===== src/rtl/core/fst_pkg.sv =====
// Shared types, constants and decode helpers for the format specifier tokeniser.
`default_nettype none

package fst_pkg;

  // Width and precision accumulators wrap at this many bits.
  localparam int unsigned CountBits = 16;
  localparam int unsigned FieldW    = 16;
  localparam int unsigned FlagW     = 6;

  // Flag masks, as held in the flag register.
  localparam logic [FlagW-1:0] FLeft  = 6'h01;
  localparam logic [FlagW-1:0] FHash  = 6'h02;
  localparam logic [FlagW-1:0] FZero  = 6'h04;
  localparam logic [FlagW-1:0] FLong  = 6'h08;
  localparam logic [FlagW-1:0] FShort = 6'h10;
  localparam logic [FlagW-1:0] FUpper = 6'h20;

  // Pointer conversions always print this many digits.
  localparam logic [FieldW-1:0] PtrWidth = 16'd8;

  localparam logic [7:0] ChNul   = 8'h00;
  localparam logic [7:0] ChPct   = 8'h25;
  localparam logic [7:0] ChMinus = 8'h2d;
  localparam logic [7:0] ChHash  = 8'h23;
  localparam logic [7:0] ChDot   = 8'h2e;
  localparam logic [7:0] ChZero  = 8'h30;
  localparam logic [7:0] ChNine  = 8'h39;
  localparam logic [7:0] ChLow   = 8'h6c;  // 'l'
  localparam logic [7:0] ChHalf  = 8'h68;  // 'h'
  localparam logic [7:0] ChPtr   = 8'h70;  // 'p'
  localparam logic [7:0] ChHexUp = 8'h58;  // 'X'

  typedef enum logic [2:0] {
    PH_IDLE  = 3'd0,
    PH_PCT   = 3'd1,
    PH_MINUS = 3'd2,
    PH_HASH  = 3'd3,
    PH_WIDTH = 3'd4,
    PH_PREC  = 3'd5,
    PH_TYPE  = 3'd6
  } phase_e;

  typedef enum logic [2:0] {
    ARG_CHAR     = 3'd0,
    ARG_STRING   = 3'd1,
    ARG_SIGNED   = 3'd2,
    ARG_UNSIGNED = 3'd3,
    ARG_HEX      = 3'd4
  } arg_e;

  typedef enum logic [3:0] {
    ACT_END,
    ACT_RESTART,
    ACT_PCT_LIT,
    ACT_LEFT,
    ACT_HASH,
    ACT_ZERO,
    ACT_WDIGIT,
    ACT_DOT,
    ACT_PDIGIT,
    ACT_MOD,
    ACT_TYPE
  } act_e;

  typedef struct packed {
    phase_e               phase;
    logic [FlagW-1:0]     flags;
    logic [CountBits-1:0] width_acc;
    logic [CountBits-1:0] prec_acc;
  } fst_state_t;

  typedef struct packed {
    logic              is_spec;
    logic [7:0]        literal_char;
    logic [FlagW-1:0]  flags;
    logic [FieldW-1:0] field_width;
    logic [FieldW-1:0] field_precision;
    arg_e              arg_type;
  } fst_token_t;

  typedef struct packed {
    logic hit;
    arg_e code;
  } type_dec_t;

  function automatic type_dec_t decode_type(input logic [7:0] c);
    type_dec_t d;
    d.hit  = 1'b1;
    d.code = ARG_CHAR;
    unique case (c)
      8'h63, 8'h43: d.code = ARG_CHAR;      // c C
      8'h73, 8'h53: d.code = ARG_STRING;    // s S
      8'h64, 8'h69: d.code = ARG_SIGNED;    // d i
      8'h75:        d.code = ARG_UNSIGNED;  // u
      8'h78, 8'h58, 8'h70: d.code = ARG_HEX;  // x X p
      default: d.hit = 1'b0;
    endcase
    return d;
  endfunction

endpackage

`default_nettype wire


===== src/rtl/core/fst_step.sv =====
// Combinational parser step: one byte against the current phase and partial specifier.
`default_nettype none

module fst_step import fst_pkg::*; (
  input  logic [7:0] ch_i,
  input  fst_state_t state_i,
  output fst_state_t state_o,
  output logic       emit_o,
  output fst_token_t token_o
);

  act_e                 act;
  phase_e               phase_d;
  logic [FlagW-1:0]     flags_d;
  logic [CountBits-1:0] width_d;
  logic [CountBits-1:0] prec_d;
  logic                 is_digit;
  logic                 is_mod;
  type_dec_t            tdec;
  logic [CountBits-1:0] digit_val;
  logic [CountBits-1:0] width_next;
  logic [CountBits-1:0] prec_next;
  logic [FlagW-1:0]     spec_flags;

  assign is_digit  = (ch_i >= ChZero) && (ch_i <= ChNine);
  assign is_mod    = (ch_i == ChLow) || (ch_i == ChHalf);
  assign tdec      = decode_type(ch_i);
  assign digit_val = CountBits'(ch_i[3:0]);

  // Times ten as two shifts and an add.
  assign width_next = (state_i.width_acc << 3) + (state_i.width_acc << 1) + digit_val;
  assign prec_next  = (state_i.prec_acc << 3) + (state_i.prec_acc << 1) + digit_val;

  // Classify the byte. The flag order is enforced by which phases accept which flag.
  always_comb begin
    act = ACT_RESTART;
    if (ch_i == ChNul) begin
      act = ACT_END;
    end else begin
      unique case (state_i.phase)
        PH_PCT: begin
          priority if (ch_i == ChPct)   act = ACT_PCT_LIT;
          else if (ch_i == ChMinus)     act = ACT_LEFT;
          else if (ch_i == ChHash)      act = ACT_HASH;
          else if (ch_i == ChZero)      act = ACT_ZERO;
          else if (is_digit)            act = ACT_WDIGIT;
          else if (ch_i == ChDot)       act = ACT_DOT;
          else if (is_mod)              act = ACT_MOD;
          else if (tdec.hit)            act = ACT_TYPE;
          else                          act = ACT_RESTART;
        end
        PH_MINUS: begin
          priority if (ch_i == ChHash)  act = ACT_HASH;
          else if (ch_i == ChZero)      act = ACT_ZERO;
          else if (is_digit)            act = ACT_WDIGIT;
          else if (ch_i == ChDot)       act = ACT_DOT;
          else if (is_mod)              act = ACT_MOD;
          else if (tdec.hit)            act = ACT_TYPE;
          else                          act = ACT_RESTART;
        end
        PH_HASH: begin
          priority if (ch_i == ChZero)  act = ACT_ZERO;
          else if (is_digit)            act = ACT_WDIGIT;
          else if (ch_i == ChDot)       act = ACT_DOT;
          else if (is_mod)              act = ACT_MOD;
          else if (tdec.hit)            act = ACT_TYPE;
          else                          act = ACT_RESTART;
        end
        PH_WIDTH: begin
          priority if (is_digit)        act = ACT_WDIGIT;
          else if (ch_i == ChDot)       act = ACT_DOT;
          else if (is_mod)              act = ACT_MOD;
          else if (tdec.hit)            act = ACT_TYPE;
          else                          act = ACT_RESTART;
        end
        PH_PREC: begin
          priority if (is_digit)        act = ACT_PDIGIT;
          else if (is_mod)              act = ACT_MOD;
          else if (tdec.hit)            act = ACT_TYPE;
          else                          act = ACT_RESTART;
        end
        PH_TYPE: begin
          if (tdec.hit) act = ACT_TYPE;
          else          act = ACT_RESTART;
        end
        default: act = ACT_RESTART;
      endcase
    end
  end

  // Next phase.
  always_comb begin
    unique case (act)
      ACT_END:     phase_d = PH_IDLE;
      ACT_RESTART: phase_d = (ch_i == ChPct) ? PH_PCT : PH_IDLE;
      ACT_PCT_LIT: phase_d = PH_IDLE;
      ACT_LEFT:    phase_d = PH_MINUS;
      ACT_HASH:    phase_d = PH_HASH;
      ACT_ZERO:    phase_d = PH_WIDTH;
      ACT_WDIGIT:  phase_d = PH_WIDTH;
      ACT_DOT:     phase_d = PH_PREC;
      ACT_PDIGIT:  phase_d = PH_PREC;
      ACT_MOD:     phase_d = PH_TYPE;
      ACT_TYPE:    phase_d = PH_IDLE;
      default:     phase_d = PH_IDLE;
    endcase
  end

  // Pointer type forces zero pad and upper case; upper case X sets upper case only.
  always_comb begin
    spec_flags = state_i.flags;
    if (ch_i == ChPtr)   spec_flags = spec_flags | FZero | FUpper;
    if (ch_i == ChHexUp) spec_flags = spec_flags | FUpper;
  end

  // Accumulators, flags and the token.
  always_comb begin
    flags_d = state_i.flags;
    width_d = state_i.width_acc;
    prec_d  = state_i.prec_acc;
    emit_o  = 1'b0;
    token_o = '0;
    unique case (act)
      ACT_END: begin
        flags_d = '0;
        width_d = '0;
        prec_d  = '0;
      end
      ACT_RESTART: begin
        flags_d = '0;
        width_d = '0;
        prec_d  = '0;
        if (ch_i != ChPct) begin
          emit_o               = 1'b1;
          token_o.literal_char = ch_i;
        end
      end
      ACT_PCT_LIT: begin
        flags_d              = '0;
        width_d              = '0;
        prec_d               = '0;
        emit_o               = 1'b1;
        token_o.literal_char = ch_i;
      end
      ACT_LEFT:   flags_d = state_i.flags | FLeft;
      ACT_HASH:   flags_d = state_i.flags | FHash;
      ACT_ZERO:   flags_d = state_i.flags | FZero;
      ACT_WDIGIT: width_d = width_next;
      ACT_DOT:    ;
      ACT_PDIGIT: prec_d = prec_next;
      ACT_MOD:    flags_d = state_i.flags | ((ch_i == ChLow) ? FLong : FShort);
      ACT_TYPE: begin
        flags_d                 = '0;
        width_d                 = '0;
        prec_d                  = '0;
        emit_o                  = 1'b1;
        token_o.is_spec         = 1'b1;
        token_o.flags           = spec_flags;
        token_o.field_width     = (ch_i == ChPtr) ? PtrWidth
                                                  : FieldW'(state_i.width_acc);
        token_o.field_precision = FieldW'(state_i.prec_acc);
        token_o.arg_type        = tdec.code;
      end
      default: ;
    endcase
  end

  assign state_o = '{phase: phase_d, flags: flags_d, width_acc: width_d, prec_acc: prec_d};

endmodule

`default_nettype wire


===== src/rtl/core/format_spec_tokenizer.sv =====
// Each byte is parsed from the input register and its token is held in the result register.
// Throughput: one byte per cycle while the result register is free or being drained.
// An input register and a result register part the two sides, so a waiting token does not
// stop the next byte from being taken while the result register is free or being drained.
// Reset clears both valid flags, the phase (to idle), the flags and both accumulators.
`default_nettype none

module format_spec_tokenizer import fst_pkg::*; (
  input  logic              clk_i,
  input  logic              rst_ni,
  input  logic              in_valid_i,
  output logic              in_ready_o,
  input  logic [7:0]        ch_i,
  output logic              out_valid_o,
  input  logic              out_ready_i,
  output logic              is_spec_o,
  output logic [7:0]        literal_char_o,
  output logic              left_align_o,
  output logic              prefix_hex_o,
  output logic              zero_pad_o,
  output logic              long_arg_o,
  output logic              short_arg_o,
  output logic              upper_hex_o,
  output logic [FieldW-1:0] field_width_o,
  output logic [FieldW-1:0] field_precision_o,
  output logic [2:0]        arg_type_o
);

  logic       in_valid_q;
  logic [7:0] ch_q;
  logic       out_valid_q;
  fst_token_t tok_q;
  fst_state_t state_q;
  fst_state_t state_d;
  fst_token_t tok_d;
  logic       emit;
  logic       adv;
  logic       step;

  // The parse stage moves on whenever the result register is empty or being drained.
  assign adv        = !out_valid_q || out_ready_i;
  assign step       = in_valid_q && adv;
  assign in_ready_o = !in_valid_q || adv;

  fst_step u_step (
    .ch_i    (ch_q),
    .state_i (state_q),
    .state_o (state_d),
    .emit_o  (emit),
    .token_o (tok_d)
  );

  always_ff @(posedge clk_i or negedge rst_ni) begin
    if (!rst_ni) begin
      in_valid_q  <= 1'b0;
      out_valid_q <= 1'b0;
      state_q     <= '{phase: PH_IDLE, flags: '0, width_acc: '0, prec_acc: '0};
    end else begin
      if (in_ready_o) in_valid_q <= in_valid_i;
      if (adv)        out_valid_q <= in_valid_q && emit;
      if (step)       state_q <= state_d;
    end
  end

  always_ff @(posedge clk_i) begin
    if (in_valid_i && in_ready_o) ch_q <= ch_i;
    if (step && emit)             tok_q <= tok_d;
  end

  assign out_valid_o       = out_valid_q;
  assign is_spec_o         = tok_q.is_spec;
  assign literal_char_o    = tok_q.literal_char;
  assign left_align_o      = |(tok_q.flags & FLeft);
  assign prefix_hex_o      = |(tok_q.flags & FHash);
  assign zero_pad_o        = |(tok_q.flags & FZero);
  assign long_arg_o        = |(tok_q.flags & FLong);
  assign short_arg_o       = |(tok_q.flags & FShort);
  assign upper_hex_o       = |(tok_q.flags & FUpper);
  assign field_width_o     = tok_q.field_width;
  assign field_precision_o = tok_q.field_precision;
  assign arg_type_o        = tok_q.arg_type;

`ifndef NO_ASSERTIONS
  // A literal beat carries nothing but its byte.
  a_literal_clean: assert property (@(posedge clk_i) disable iff (!rst_ni)
    out_valid_o && !is_spec_o |-> (tok_q.flags == '0) && (field_width_o == '0)
      && (field_precision_o == '0) && (arg_type_o == ARG_CHAR))
    else $error("literal token carries specifier fields");

  // Upper case digits only ever come with a hex conversion.
  a_upper_hex: assert property (@(posedge clk_i) disable iff (!rst_ni)
    out_valid_o && is_spec_o && upper_hex_o |-> arg_type_o == ARG_HEX)
    else $error("upper hex flag on a non-hex specifier");

  // A terminating zero byte discards any partial specifier.
  a_nul_clears: assert property (@(posedge clk_i) disable iff (!rst_ni)
    step && (ch_q == ChNul) |=> (state_q.phase == PH_IDLE) && (state_q.flags == '0)
      && (state_q.width_acc == '0) && (state_q.prec_acc == '0))
    else $error("zero byte did not return the parser to idle");

  // The partial specifier only changes when a byte is processed.
  a_state_hold: assert property (@(posedge clk_i) disable iff (!rst_ni)
    !step |=> $stable(state_q))
    else $error("parser state changed without a byte");
`endif

endmodule

`default_nettype wire


===== config.mk =====
export PLATFORM = sky130hd
export DESIGN_NAME = format_spec_tokenizer
export DESIGN_NICKNAME = d
export VERILOG_FILES = /design/src/rtl/core/fst_pkg.sv /design/src/rtl/core/fst_step.sv /design/src/rtl/core/format_spec_tokenizer.sv
export SDC_FILE = /design/constraint.sdc
export NUM_CORES = 1
export LEC_CHECK = 0
export BUFFER_PORTS_ARGS = -buffer_cell sky130_fd_sc_hd__buf_4
export CORE_ASPECT_RATIO = 0.75
export CORE_MARGIN = 8
export CORE_UTILIZATION = 25
export DETAILED_ROUTE_END_ITERATION = 7
export SLEW_MARGIN = 10
export SYNTH_ARGS = -nofsm -noshare
export SYNTH_HDL_FRONTEND = slang
export SYNTH_HIERARCHICAL = 1
export SYNTH_SLANG_ARGS = --single-unit

===== constraint.sdc =====
create_clock -name clk_i -period 5.45 [get_ports clk_i]
set_clock_uncertainty 0.1 [all_clocks]
set_input_delay 0.545 -clock clk_i [delete_from_list [all_inputs] [get_ports clk_i]]
set_output_delay 0.545 -clock clk_i [all_outputs]
set_load 0.02 [all_outputs]

---- Word level (Yosys, flattened, before mapping) ----
Index checks and enable logic that the tools add are counted.
word-level totals
  logic and storage cells ................. 122
  flip-flop bits (word level) ............. 101
  memory bits (read-only) ................. 0
  output and inout bits ................... 52
  memory bits (writable) .................. 0
  bits in latches ......................... 0
  memories kept ........................... 0
cells by class
  div/mod/pow operators ................... 0
  shift-type cells ........................ 0
  multipliers ............................. 0
  add/subtract/negate cells ............... 4
  magnitude comparators ................... 2
  bitwise logic cells ..................... 5
  reduce and logical (&&, ||, !) cells .... 33
  multiplexer cells ....................... 27
  eq/ne operators ......................... 34
operators with widths
  kind                  number
  $eq A8 B7 Y1 const B  12
  $pmux W16 S2          2
  $mux W4               11
  $eq A8 B6 Y1 const B  5
  $add A16 B16 Y16      2
  $add A16 B4 Y16       2
  $pmux W6 S5           1
  $pmux W4 S6           1
  $pmux W3 S6           1
  $eq A4 B3 Y1 const B  4
  $pmux W8 S2           1
  $eq A4 B4 Y1 const B  3
  $mux W6               2
  $pmux W3 S4           1
  $reduce_and A4 Y1     3
  $reduce_or A2 Y1      6
  $reduce_or A10 Y1     1
  $eq A3 B3 Y1 const B  3
  $reduce_bool A3 Y1    3
  $eq A4 B2 Y1 const B  2
  $ge A8 B6 Y1 const B  1
  $le A8 B6 Y1 const B  1
  $logic_not A8 Y1      1
  $mux W8               1
  18 further kinds      35

---- Logic depth before layout (Yosys ltp) ----
Gate-level depths: netlist of the first run.
  depth after elaboration ................. 17
  gate-level depth with buffers ........... 13

---- Hierarchy ----
The synthesis of the first run kept the hierarchy.
modules (own cells, without submodules)
  module                 cells an instance  times used  area an instance (µm²)  seq. area each (µm²)
  format_spec_tokenizer  155                1           3,533.4                 2,817.7
  fst_step               420                1           3,035.4                 0.0

---- Worst setup path before layout of the first run ----
No wires, ideal clock.
  kind .................................... reg2reg
  start ................................... register ch_q[4]
  end ..................................... register tok_q (netlist bit arg_type_o[0]), enable pin
  clock period less this slack ............ 5,255 ps
  slack ................................... 195 ps
  arrival ................................. 4,697 ps
  required time ........................... 4,892 ps
  stages on the path, launching flop included .. 12
  buffers on the path ..................... 1
  cells stage by stage .................... edfxtp_1 > buf_6 > nor2b_1 > nand4_1 > maj3_2 > nand4b_1 > o211ai_2 > or3_1 > or3_1 > a21oi_1 > nand2_1 > nor2_1
on the way
  word-level cells in the longest chain between the ends .. 17
  elaborated cells between the ends (all ways) .. 43
  classes of those cells .................. 2 x order compare; 21 x eq/ne; 14 x mux; 6 x reduce/logical
RTL lines
  element                                       RTL line                     RTL
  start: declaration                            format_spec_tokenizer.sv:30  logic [7:0] ch_q;
  start signal: assignment                      format_spec_tokenizer.sv:66  if (in_valid_i && in_ready_o) ch_q <= ch_i;
  $eq A8 B7 Y1                                  fst_pkg.sv:91                unique case (c)
  $reduce_or A10 Y1 (no source line)            n/a
  $mux W1                                       fst_pkg.sv:91
  $mux W4                                       n/a
  $mux W4                                       fst_step.sv:48               else if (is_mod) act = ACT_MOD;
  $mux W4                                       fst_step.sv:64               else if (ch_i == ChDot) act = ACT_DOT;
  $mux W4                                       fst_step.sv:63               else if (is_digit) act = ACT_WDIGIT;
  $mux W4                                       fst_step.sv:62               priority if (ch_i == ChZero) act = ACT_ZERO;
  [2 not listed]                                n/a
  $mux W4                                       fst_step.sv:42               priority if (ch_i == ChPct) act = ACT_PCT_LIT;
  $pmux W4 S6                                   fst_step.sv:40               unique case (state_i.phase)
  $mux W4                                       fst_step.sv:37               if (ch_i == ChNul) begin
  $eq A4 B2 Y1 or $eq A4 B4 Y1 (tied branches)  fst_step.sv:123              unique case (act)
  $reduce_or A2 Y1 (no source line)             n/a
  $pmux W1 S2 (*)                               fst_step.sv:123
  net emit                                      format_spec_tokenizer.sv:36  logic emit;
  $logic_and A1 B1 Y1 (*)                       format_spec_tokenizer.sv:67  if (step && emit) tok_q <= tok_d;
  end signal: assignment                        format_spec_tokenizer.sv:67
  end: declaration                              format_spec_tokenizer.sv:32  fst_token_t tok_q;
The timed path passes the listed nets; every way through them passes the cells marked *.
A chain may end at the register's enable or synchronous reset.

---- Final worst setup path of the first run ----
  start ................................... register ch_q[3]
  end ..................................... register tok_q (netlist bit field_width_o[7]), enable pin
The elaborated chain is that of the path after synthesis.

==> flow_summary.toml, run 1 <==
[finish]
register_area_mm2 = 0.002818
layout.nets = 693
fill_cells = 2702
drive_gt1_frac = 0.2302
multi_input_area_mm2 = 0.003498
syn_to_final_growth_pct = 15.39
fin_area_mm2 = 0.007580
antennaDiodeCount = 0

[drt]
wire_per_inst_um = 15.64
antenna_left = 0
num_vias = 4563
drt-initial-drc-count = 257
first_pass_iters = 5
totalWireLength_mm = 15.23
via_per_inst = 4.685
route.detailed.drc = 0

[timing]
period_share = 0.8358
slew_headroom = 0.3164
fmaxAchievable_ghz = 0.2195
layout_setup_ws_ps = 894.7
finalHoldViolCount = 0
finalSetupTns_ps = 0
period_minus_slack_ps = 4555
timing.hold.ws_ps = 92.85
grt_setup_unrepaired = "false"
setup_viol = 0
drv_slew = 0
tightestPinTransition_ps = 1024

[die]
die_area_mm2 = 0.03177
core.rowCount = 51
start_util = 0.2535
core_mm2 = 0.02591
ios = 64
fp.dieW_um = 203.2
dieHeight_um = 156.4

[logic_synthesis]
synth_flop_cell = "edfxtp_1"
yosysWarningCount = 6
netlist_area_mm2 = 0.006569
synth_top_area_frac = 0.2651
synth_enable_flop_cells = 58
async_flop_share = 0.4257
yosysTopAreaCell = "edfxtp_1"
synth_seq_cells = 101
synthTopCellsByArea = "edfxtp_1 (27%), dfrtp_1 (16%), ha_1 (9.9%), mux2_4 (9.1%), and2_1 (2.3%)"
synth_nets = 643
synthCells = 575
postSynthAreaPerCell_um2 = 11.42
seq_area_frac_synth = 0.4290
yosys.cell_types.count = 73

[placement]
place_ws_ps = 936.1
dp_hpwl_mm = 10.79
port_buffers = 63
place_area_mm2 = 0.007311
place_congestion = 0.8524

[clock_network]
clockBufferDepth = 2
clk_pin_slew_ps = 70
htreeDepth = 3
cts_hold_buffers = 0
cts_resized = 0
clkSinkCount = 101
cts_setup_buffers = 0
root_buffer = "clkbuf_16"
numCtsBuffers = 9
cts_tree = "yes"
insertion_delay_ps = 350

[outcome]
status = "finished clean"

[setup_path]
cp_top_family = "simple AND/OR/NAND/NOR gates"
path_class = "reg2reg"
worstPathArrival_ps = 4500
cp-end-kind = "flip-flop"
slowest_delay_ps = 800
crit_required_ps = 5390
crit_buf_inv = 1
cp_max_fo = 29
path_common_cell = "or3_1"
slowest_stage = "edfxtp_1"
cp-start-kind = "flip-flop"
path_cells = "and4b_1, a31oi_1, a311oi_1, o21bai_2, o211ai_2, or3_1, or3_1, a21oi_1, nand2_1, nor2_4, buf_12"

[grt]
grt_pass1_vias = 4500
grt_pass1_wl_mm = 24.57
antenna_found_initial = 0
grt_usage = 0.09670
grt.overflow.total = 0
grt_max_degree = 44

[power]
p_leak_nw = 3.378
vdd_ir_drop_max_uv = 170.1
pwr_density_cell_mw_per_mm2 = 297.9

[run]
max_cap_viol_count = 0

[hold_path]
hp-class = "in2async"
## kinds of logic (layout without fill, tap and decap cells)
family | count (synthesis) | after routing | share of synthesized area
xor gates and xnor gates | 25 | 25 | 0.03333
and+or+nand+nor | 184 | 184 | 0.1528
AOI/OAI and AO/OA | 121 | 121 | 0.1362
buffers and inverters | 44 | 99 | 0.03962
DFF | 101 | 101 | 0.4290
adders and majority gates | 57 | 57 | 0.1130
muxes | 43 | 43 | 0.09619
## report_power, final
part,internal [mW],leakage (nW),switching [mW]
logic,0.240,2.09,0.379
registers,0.968,1.16,0.0738
clock network,0.311,0.122,0.287
## state kept, by name (all words and copies together) (netlist names)
register	flops
left_align_o	1
upper_hex_o	1
literal_char_o	8
short_arg_o	1
long_arg_o	1
zero_pad_o	1
field_precision_o	16
state_q	41
out_valid_o	1
is_spec_o	1
arg_type_o	3
field_width_o	16
prefix_hex_o	1
in_valid_q	1
ch_q	8
## stage by stage
step,util,total power [mW],std cells
after floorplan,-,1.432,575
after global placement,0.2822,1.696,958
after detailed placement,0.2822,1.694,958
after CTS,0.2926,2.305,974
after global routing,0.2926,2.377,974
final,0.2926,2.258,974
## cell usage in the layout, fill, tap and decap left out, types with 6 or more instances in the layout
cell type	instances
and3_1	18
clkbuf_16	9
and2_1	24
inv_1	19
nand3_1	7
ha_1	52
a22o_2	6
nand2b_1	11
o21ai_0	9
o2bb2ai_1	9
nor3_1	14
buf_4	63
xnor2_1	14
o211ai_1	8
xor2_1	11
dfrtp_1	43
nor2b_1	7
a21oi_1	28
edfxtp_1	58
nor2_1	32
nand2_1	40
o22ai_1	13
mux2_4	40
## routing by layer
| layer | up-vias | track usage | routed length [um] |
|---|---|---|---|
| li1 | 2242 | - | - |
| met1 | 2185 | 0.1261 | 7233 |
| met2 | 118 | 0.1545 | 7000 |
| met3 | 18 | 0.02541 | 756 |
| met4 | 0 | 0.03032 | 243 |
| met5 | - | 0 | 0 |
## final cells by class
class                      instances  area share
inverter                          19    0.009409
clock buffer                      11     0.03070
timing repair buffer              64     0.06504
tap                              344     0.05678
sequential                       101      0.3717
multi-input combinational        430      0.4615
clock inverter                     5    0.004787
## worst register-to-register path, delay by kind of cell, from the launching register on
kind | cells | cell delay, ps
buffers and inverters | 1 | 290
flip-flops | 1 | 800
AO/OA/AOI/OAI | 5 | 1260
AND/OR/NAND/NOR | 5 | 1790
## synth_stat cells, types with 3 or more instances
library cell  instances
a22o_1                3
nand2_1              40
edfxtp_1             58
clkbuf_1              9
nand4_1               3
and3_1               18
or3_1                 4
a22o_2                6
o2bb2ai_1             9
fa_1                  4
o22ai_1              13
nor3_1               14
inv_1                19
o41a_1                3
o21a_1                4
nor2_1               33
nor2b_1               7
a21oi_1              28
and2_1               24
xor2_1               11
nand2b_1             11
xnor2_1              14
o21ai_0               9
ha_1                 52
o211ai_1              8
a31oi_1               4
nand3_1               7
dfrtp_1              43
a211o_1               5
buf_2                 4
mux2_4               40
a21o_1                4
nor4_1                3
buf_6                12
## path summary, 6_finish.rpt
path | cells past startpoint | end | start | slack (ps)
worst max register to register | 11 | field_width_o[7] | ch_q[3] | 890
worst min register to register | 1 | state_q[33] | state_q[33] | 420
worst max-delay path | 11 | field_width_o[7] | ch_q[3] | 890
worst min-delay path | 1 | state_q[25] | rst_ni | 90
min in group clk_i | 1 | ch_q[4] | ch_i[4] | 260
max in group asynchronous | 1 | state_q[3] | rst_ni | 4770
No activity file was read; power rests on OpenSTA's default activity.
==> run 2: changes to the inputs <==
clock period = 4.7 ns   (was 5.45 ns; I/O delays follow)
==> flow_summary.toml, run 2 (synthesis results as in run 1) <==
[setup_path]
r2r_cells = 11
slowest_stage = "edfxtp_1"
cp-endpoint = "field_width_o[9]"
crit_start = "ch_q[3]"
cp_max_fo = 50
cp-end-kind = "flip-flop"
slowest_delay_ps = 780
worstPathArrival_ps = 4050
path_class = "reg2reg"
timing.rr.end = "field_width_o[9]"
crit_buf_inv = 1
cp_top_family = "simple AND/OR/NAND/NOR gates"
cp-start-kind = "flip-flop"
path_cells = "and4b_1, a31oi_1, a311oi_1, o21bai_2, o211ai_2, or3_1, or3_1, a21oi_1, nand2_1, nor2_4, buf_12"
timing.rr.start = "ch_q[3]"
crit_required_ps = 4630
cp.depth = 11
r2r_slack_ps = 580
path_common_cell = "or3_1"

[drt]
num_vias = 4597
wire_per_inst_um = 15.50
first_pass_iters = 5
via_per_inst = 4.705
route.detailed.drc = 0
drt-initial-drc-count = 300
antenna_left = 0
totalWireLength_mm = 15.15

[die]
fp.dieW_um = 203.2
core_mm2 = 0.02591
start_util = 0.2535
dieHeight_um = 156.4
core.rowCount = 51
ios = 64
die_area_mm2 = 0.03177

[clock_network]
cts_setup_buffers = 0
htreeDepth = 3
clockBufferDepth = 2
root_buffer = "clkbuf_16"
cts_tree = "yes"
cts_resized = 0
numCtsBuffers = 9
clk_pin_slew_ps = 80
cts_hold_buffers = 0
clkSinkCount = 101
insertion_delay_ps = 360

[placement]
dp_cells = 961
place_area_mm2 = 0.007333
port_buffers = 63
place_congestion = 0.8449
dp_hpwl_mm = 10.60

[timing]
finalSetupTns_ps = 0
tightestPinTransition_ps = 946.8
grt_setup_unrepaired = "false"
drv_slew = 0
setup_viol = 0
slew_headroom = 0.3688
period_minus_slack_ps = 4116
finalHoldViolCount = 0
period_share = 0.8758
fmaxAchievable_ghz = 0.2429

[power]
p_leak_nw = 3.417
vdd_ir_drop_max_uv = 165.6
pwr_density_cell_mw_per_mm2 = 351.9

[finish]
layout.nets = 696
layout_commonest_cell = "buf_4"
fill_cells = 2719
register_area_mm2 = 0.002818
fin_cells = 977
drive_gt1_frac = 0.2370
layout_common_cells = "buf_4 (66), edfxtp_1 (58), ha_1 (52), dfrtp_1 (43)"
antennaDiodeCount = 0
final_core_util = 0.2947
syn_to_final_growth_pct = 16.25
largest_register_ffs = 41
top_register = "state_q"
multi_input_area_mm2 = 0.003498
fin_area_mm2 = 0.007636

[hold_path]
hp-class = "in2async"

[grt]
grt_pass1_vias = 4623
grt_max_degree = 51
grt.overflow.total = 0
grt_pass1_wl_mm = 24.99
antenna_found_initial = 0
grt_usage = 0.09789

[outcome]
status = "finished clean"

[run]
max_cap_viol_count = 0
run 2: cell types whose count changed in the layout (fill, tap and decap cells not counted), sizes merged:
cell      before  now
buf           64   67
clkinvlp       3    1
inv           20   22
clkbuf        11   10
clkinv         1    2
run 2: layout make-up:
cell class | count | share of cell area
timing repair buffer | 67 | 0.06751
sequential | 101 | 0.3690
multi-input combinational | 430 | 0.4581
clock buffer | 10 | 0.03277
clock inverter | 6 | 0.006882
inverter | 19 | 0.009340
tap | 344 | 0.05637
run 2: through the flow:
step	setup slack (ps)	total power, mW	hold WS, ps
2_1_floorplan	278.8	1.657	74.41
3_3_place_gp	705.1	1.957	403.1
3_5_place_dp	605.9	1.956	397.9
4_1_cts	568.3	2.733	28.92
5_1_grt	242.5	2.816	58.18
6_report	583.6	2.687	17.91
run 2: worst min-delay path by stage:
stage | to | cells past startpoint
4_1_cts | state_q[25] | 1
3_5_place_dp | state_q[35] | 1
2_1_floorplan | in_valid_q | 0
5_1_grt | state_q[25] | 1
3_3_place_gp | state_q[33] | 1
6_report | state_q[25] | 1
run 2: power by group:
group	internal, mW	leakage, nW	total, mW	switching, mW
registers	1.12	1.16	1.20	0.0837
logic	0.280	2.10	0.714	0.434
clock network	0.402	0.148	0.769	0.368
total	1.80	3.42	2.69	0.885
run 2: worst reg2reg max path, cell delays in order, from the launching register on:
cell	delay, ps
edfxtp_1	780
and4b_1	270
a31oi_1	190
a311oi_1	210
o21bai_2	450
o211ai_2	270
or3_1	440
or3_1	360
a21oi_1	180
nand2_1	120
nor2_4	120
buf_12	280
run 2: metal layers:
metal  up-vias  share of wire  global-route usage
met5         -              0                   0
met4         0          0.019             0.03997
met3        14          0.045             0.01735
met2       114           0.44              0.1489
met1      2219           0.49              0.1353
li1       2250              -                   -
==> run 3: changes to the inputs <==
CELL_PAD_IN_SITES_DETAIL_PLACEMENT = 1   (was default)
CELL_PAD_IN_SITES_GLOBAL_PLACEMENT = 1   (was default)
PLACE_DENSITY_LB_ADDON = 0.1   (was default)
==> flow_summary.toml, run 3 (synthesis results as in run 1) <==
[power]
pwr_density_cell_mw_per_mm2 = 357.5
finalPower_mw = 2.748
vdd_ir_drop_max_uv = 164.4
p_leak_nw = 3.448

[timing]
timing.hold.ws_ps = 30.90
fmaxAchievable_ghz = 0.2370
period_minus_slack_ps = 4219
setup_viol = 0
finalHoldViolCount = 0
drv_slew = 0
grt_setup_unrepaired = "false"
period_share = 0.8976
tightestPinTransition_ps = 864.5
finalSetupTns_ps = 0
slew_headroom = 0.4237

[drt]
antenna_left = 0
via_per_inst = 4.733
wl_met2_mm = 8.347
totalWireLength_mm = 17.80
route.met3.wl_um = 415
route.detailed.drc = 0
wire_per_inst_um = 18.12
drt-initial-drc-count = 182
topRoutingLayerUsed = "met4"
first_pass_iters = 4
wl_met1_mm = 8.838
num_vias = 4648

[finish]
layout_common_cells = "buf_4 (71), edfxtp_1 (58), ha_1 (52), dfrtp_1 (43)"
layout_commonest_cell = "buf_4"
syn_to_final_growth_pct = 17.01
antennaDiodeCount = 0
drive_gt1_frac = 0.2398
final_core_util = 0.2967
largest_register_ffs = 41
top_register = "state_q"
layout.nets = 701

[outcome]
status = "finished clean"

[clock_network]
root_buffer = "clkbuf_16"
clk_pin_slew_ps = 70
clkSinkCount = 101
cts_setup_buffers = 0
clockBufferDepth = 2
insertion_delay_ps = 350
cts_tree = "yes"
cts_hold_buffers = 0
numCtsBuffers = 9
htreeDepth = 3
cts_resized = 0

[die]
ios = 64
die_area_mm2 = 0.03177
start_util = 0.2535
fp.dieW_um = 203.2
core_mm2 = 0.02591
core.rowCount = 51
dieHeight_um = 156.4

[placement]
port_buffers = 63
dp_hpwl_mm = 12.69
place_congestion = 0.8078

[hold_path]
hp-class = "in2async"

[setup_path]
cp-end-kind = "flip-flop"
worstPathArrival_ps = 4160
r2r_cells = 11
cp_max_fo = 16
cp-start-kind = "flip-flop"
crit_required_ps = 4640
path_class = "reg2reg"

[grt]
antenna_found_initial = 0
grt_usage = 0.1144
grt_pass1_vias = 5114
grt_pass1_wl_mm = 29.00
grt.overflow.total = 0
grt_max_degree = 44

[run]
max_cap_viol_count = 0
-- run 3: changes by cell type in the layout (fill, tap and decap cells not counted), sizes merged --
cell,before,now
buf,67,72
clkinv,2,5
inv,22,19
bufinv,0,2
clkbuf,10,9
clkinvlp,1,0
-- run 3: final cells by class --
cell class	instances	area, um^2
Clock buffer	9	225.2
Timing Repair Buffer	72	553.0
Sequential cell	101	2818
Clock inverter	7	90.09
Inverter	19	71.32
Fill cell	2927	18220
Tap cell	344	430.4
Multi-Input combinational cell	430	3498
-- run 3: stage by stage --
step	setup slack [ps]	instances	cell area (um^2)
finish	481.5	982	7686
CTS	468.2	982	7686
floorplan	278.8	575	6571
global placement	658.6	966	7371
global route	135.3	982	7686
detailed placement	489.1	966	7371
-- run 3: routing by layer --
| layer | global-route usage | up-vias |
|---|---|---|
| li1 | - | 2250 |
| met1 | 0.1505 | 2328 |
| met2 | 0.1908 | 58 |
| met3 | 0.01942 | 12 |
| met4 | 0.03274 | 0 |
| met5 | 0 | - |
-- run 3: worst paths after layout --
kind	start	endpoint	slack, ps
max in group asynchronous	rst_ni	state_q[39]	4030
hold / removal	rst_ni	state_q[35]	30
setup / recovery	ch_q[0]	left_align_o	480
min in group clk_i	ch_i[0]	ch_q[0]	190
setup reg to reg	ch_q[0]	left_align_o	480
hold reg to reg	state_q[36]	state_q[36]	420
-- run 3: critical path: stages (launching register included) --
cell and delay (ps):
edfxtp_1 610, nor2b_1 400, nand4_1 280, maj3_2 390, nand4b_1 130, o211ai_2 190, or3_1 420, or3_1 360
a21oi_1 240, nand2_1 140, nor2_4 310, buf_4 320
-- run 3: report_power, final --
group / internal (mW) / switching (mW) / leakage, nW
Sequential: 1.12 / 0.0790 / 1.16
Clock: 0.464 / 0.339 / 0.154
Combinational: 0.290 / 0.455 / 2.13
Total: 1.87 / 0.873 / 3.45
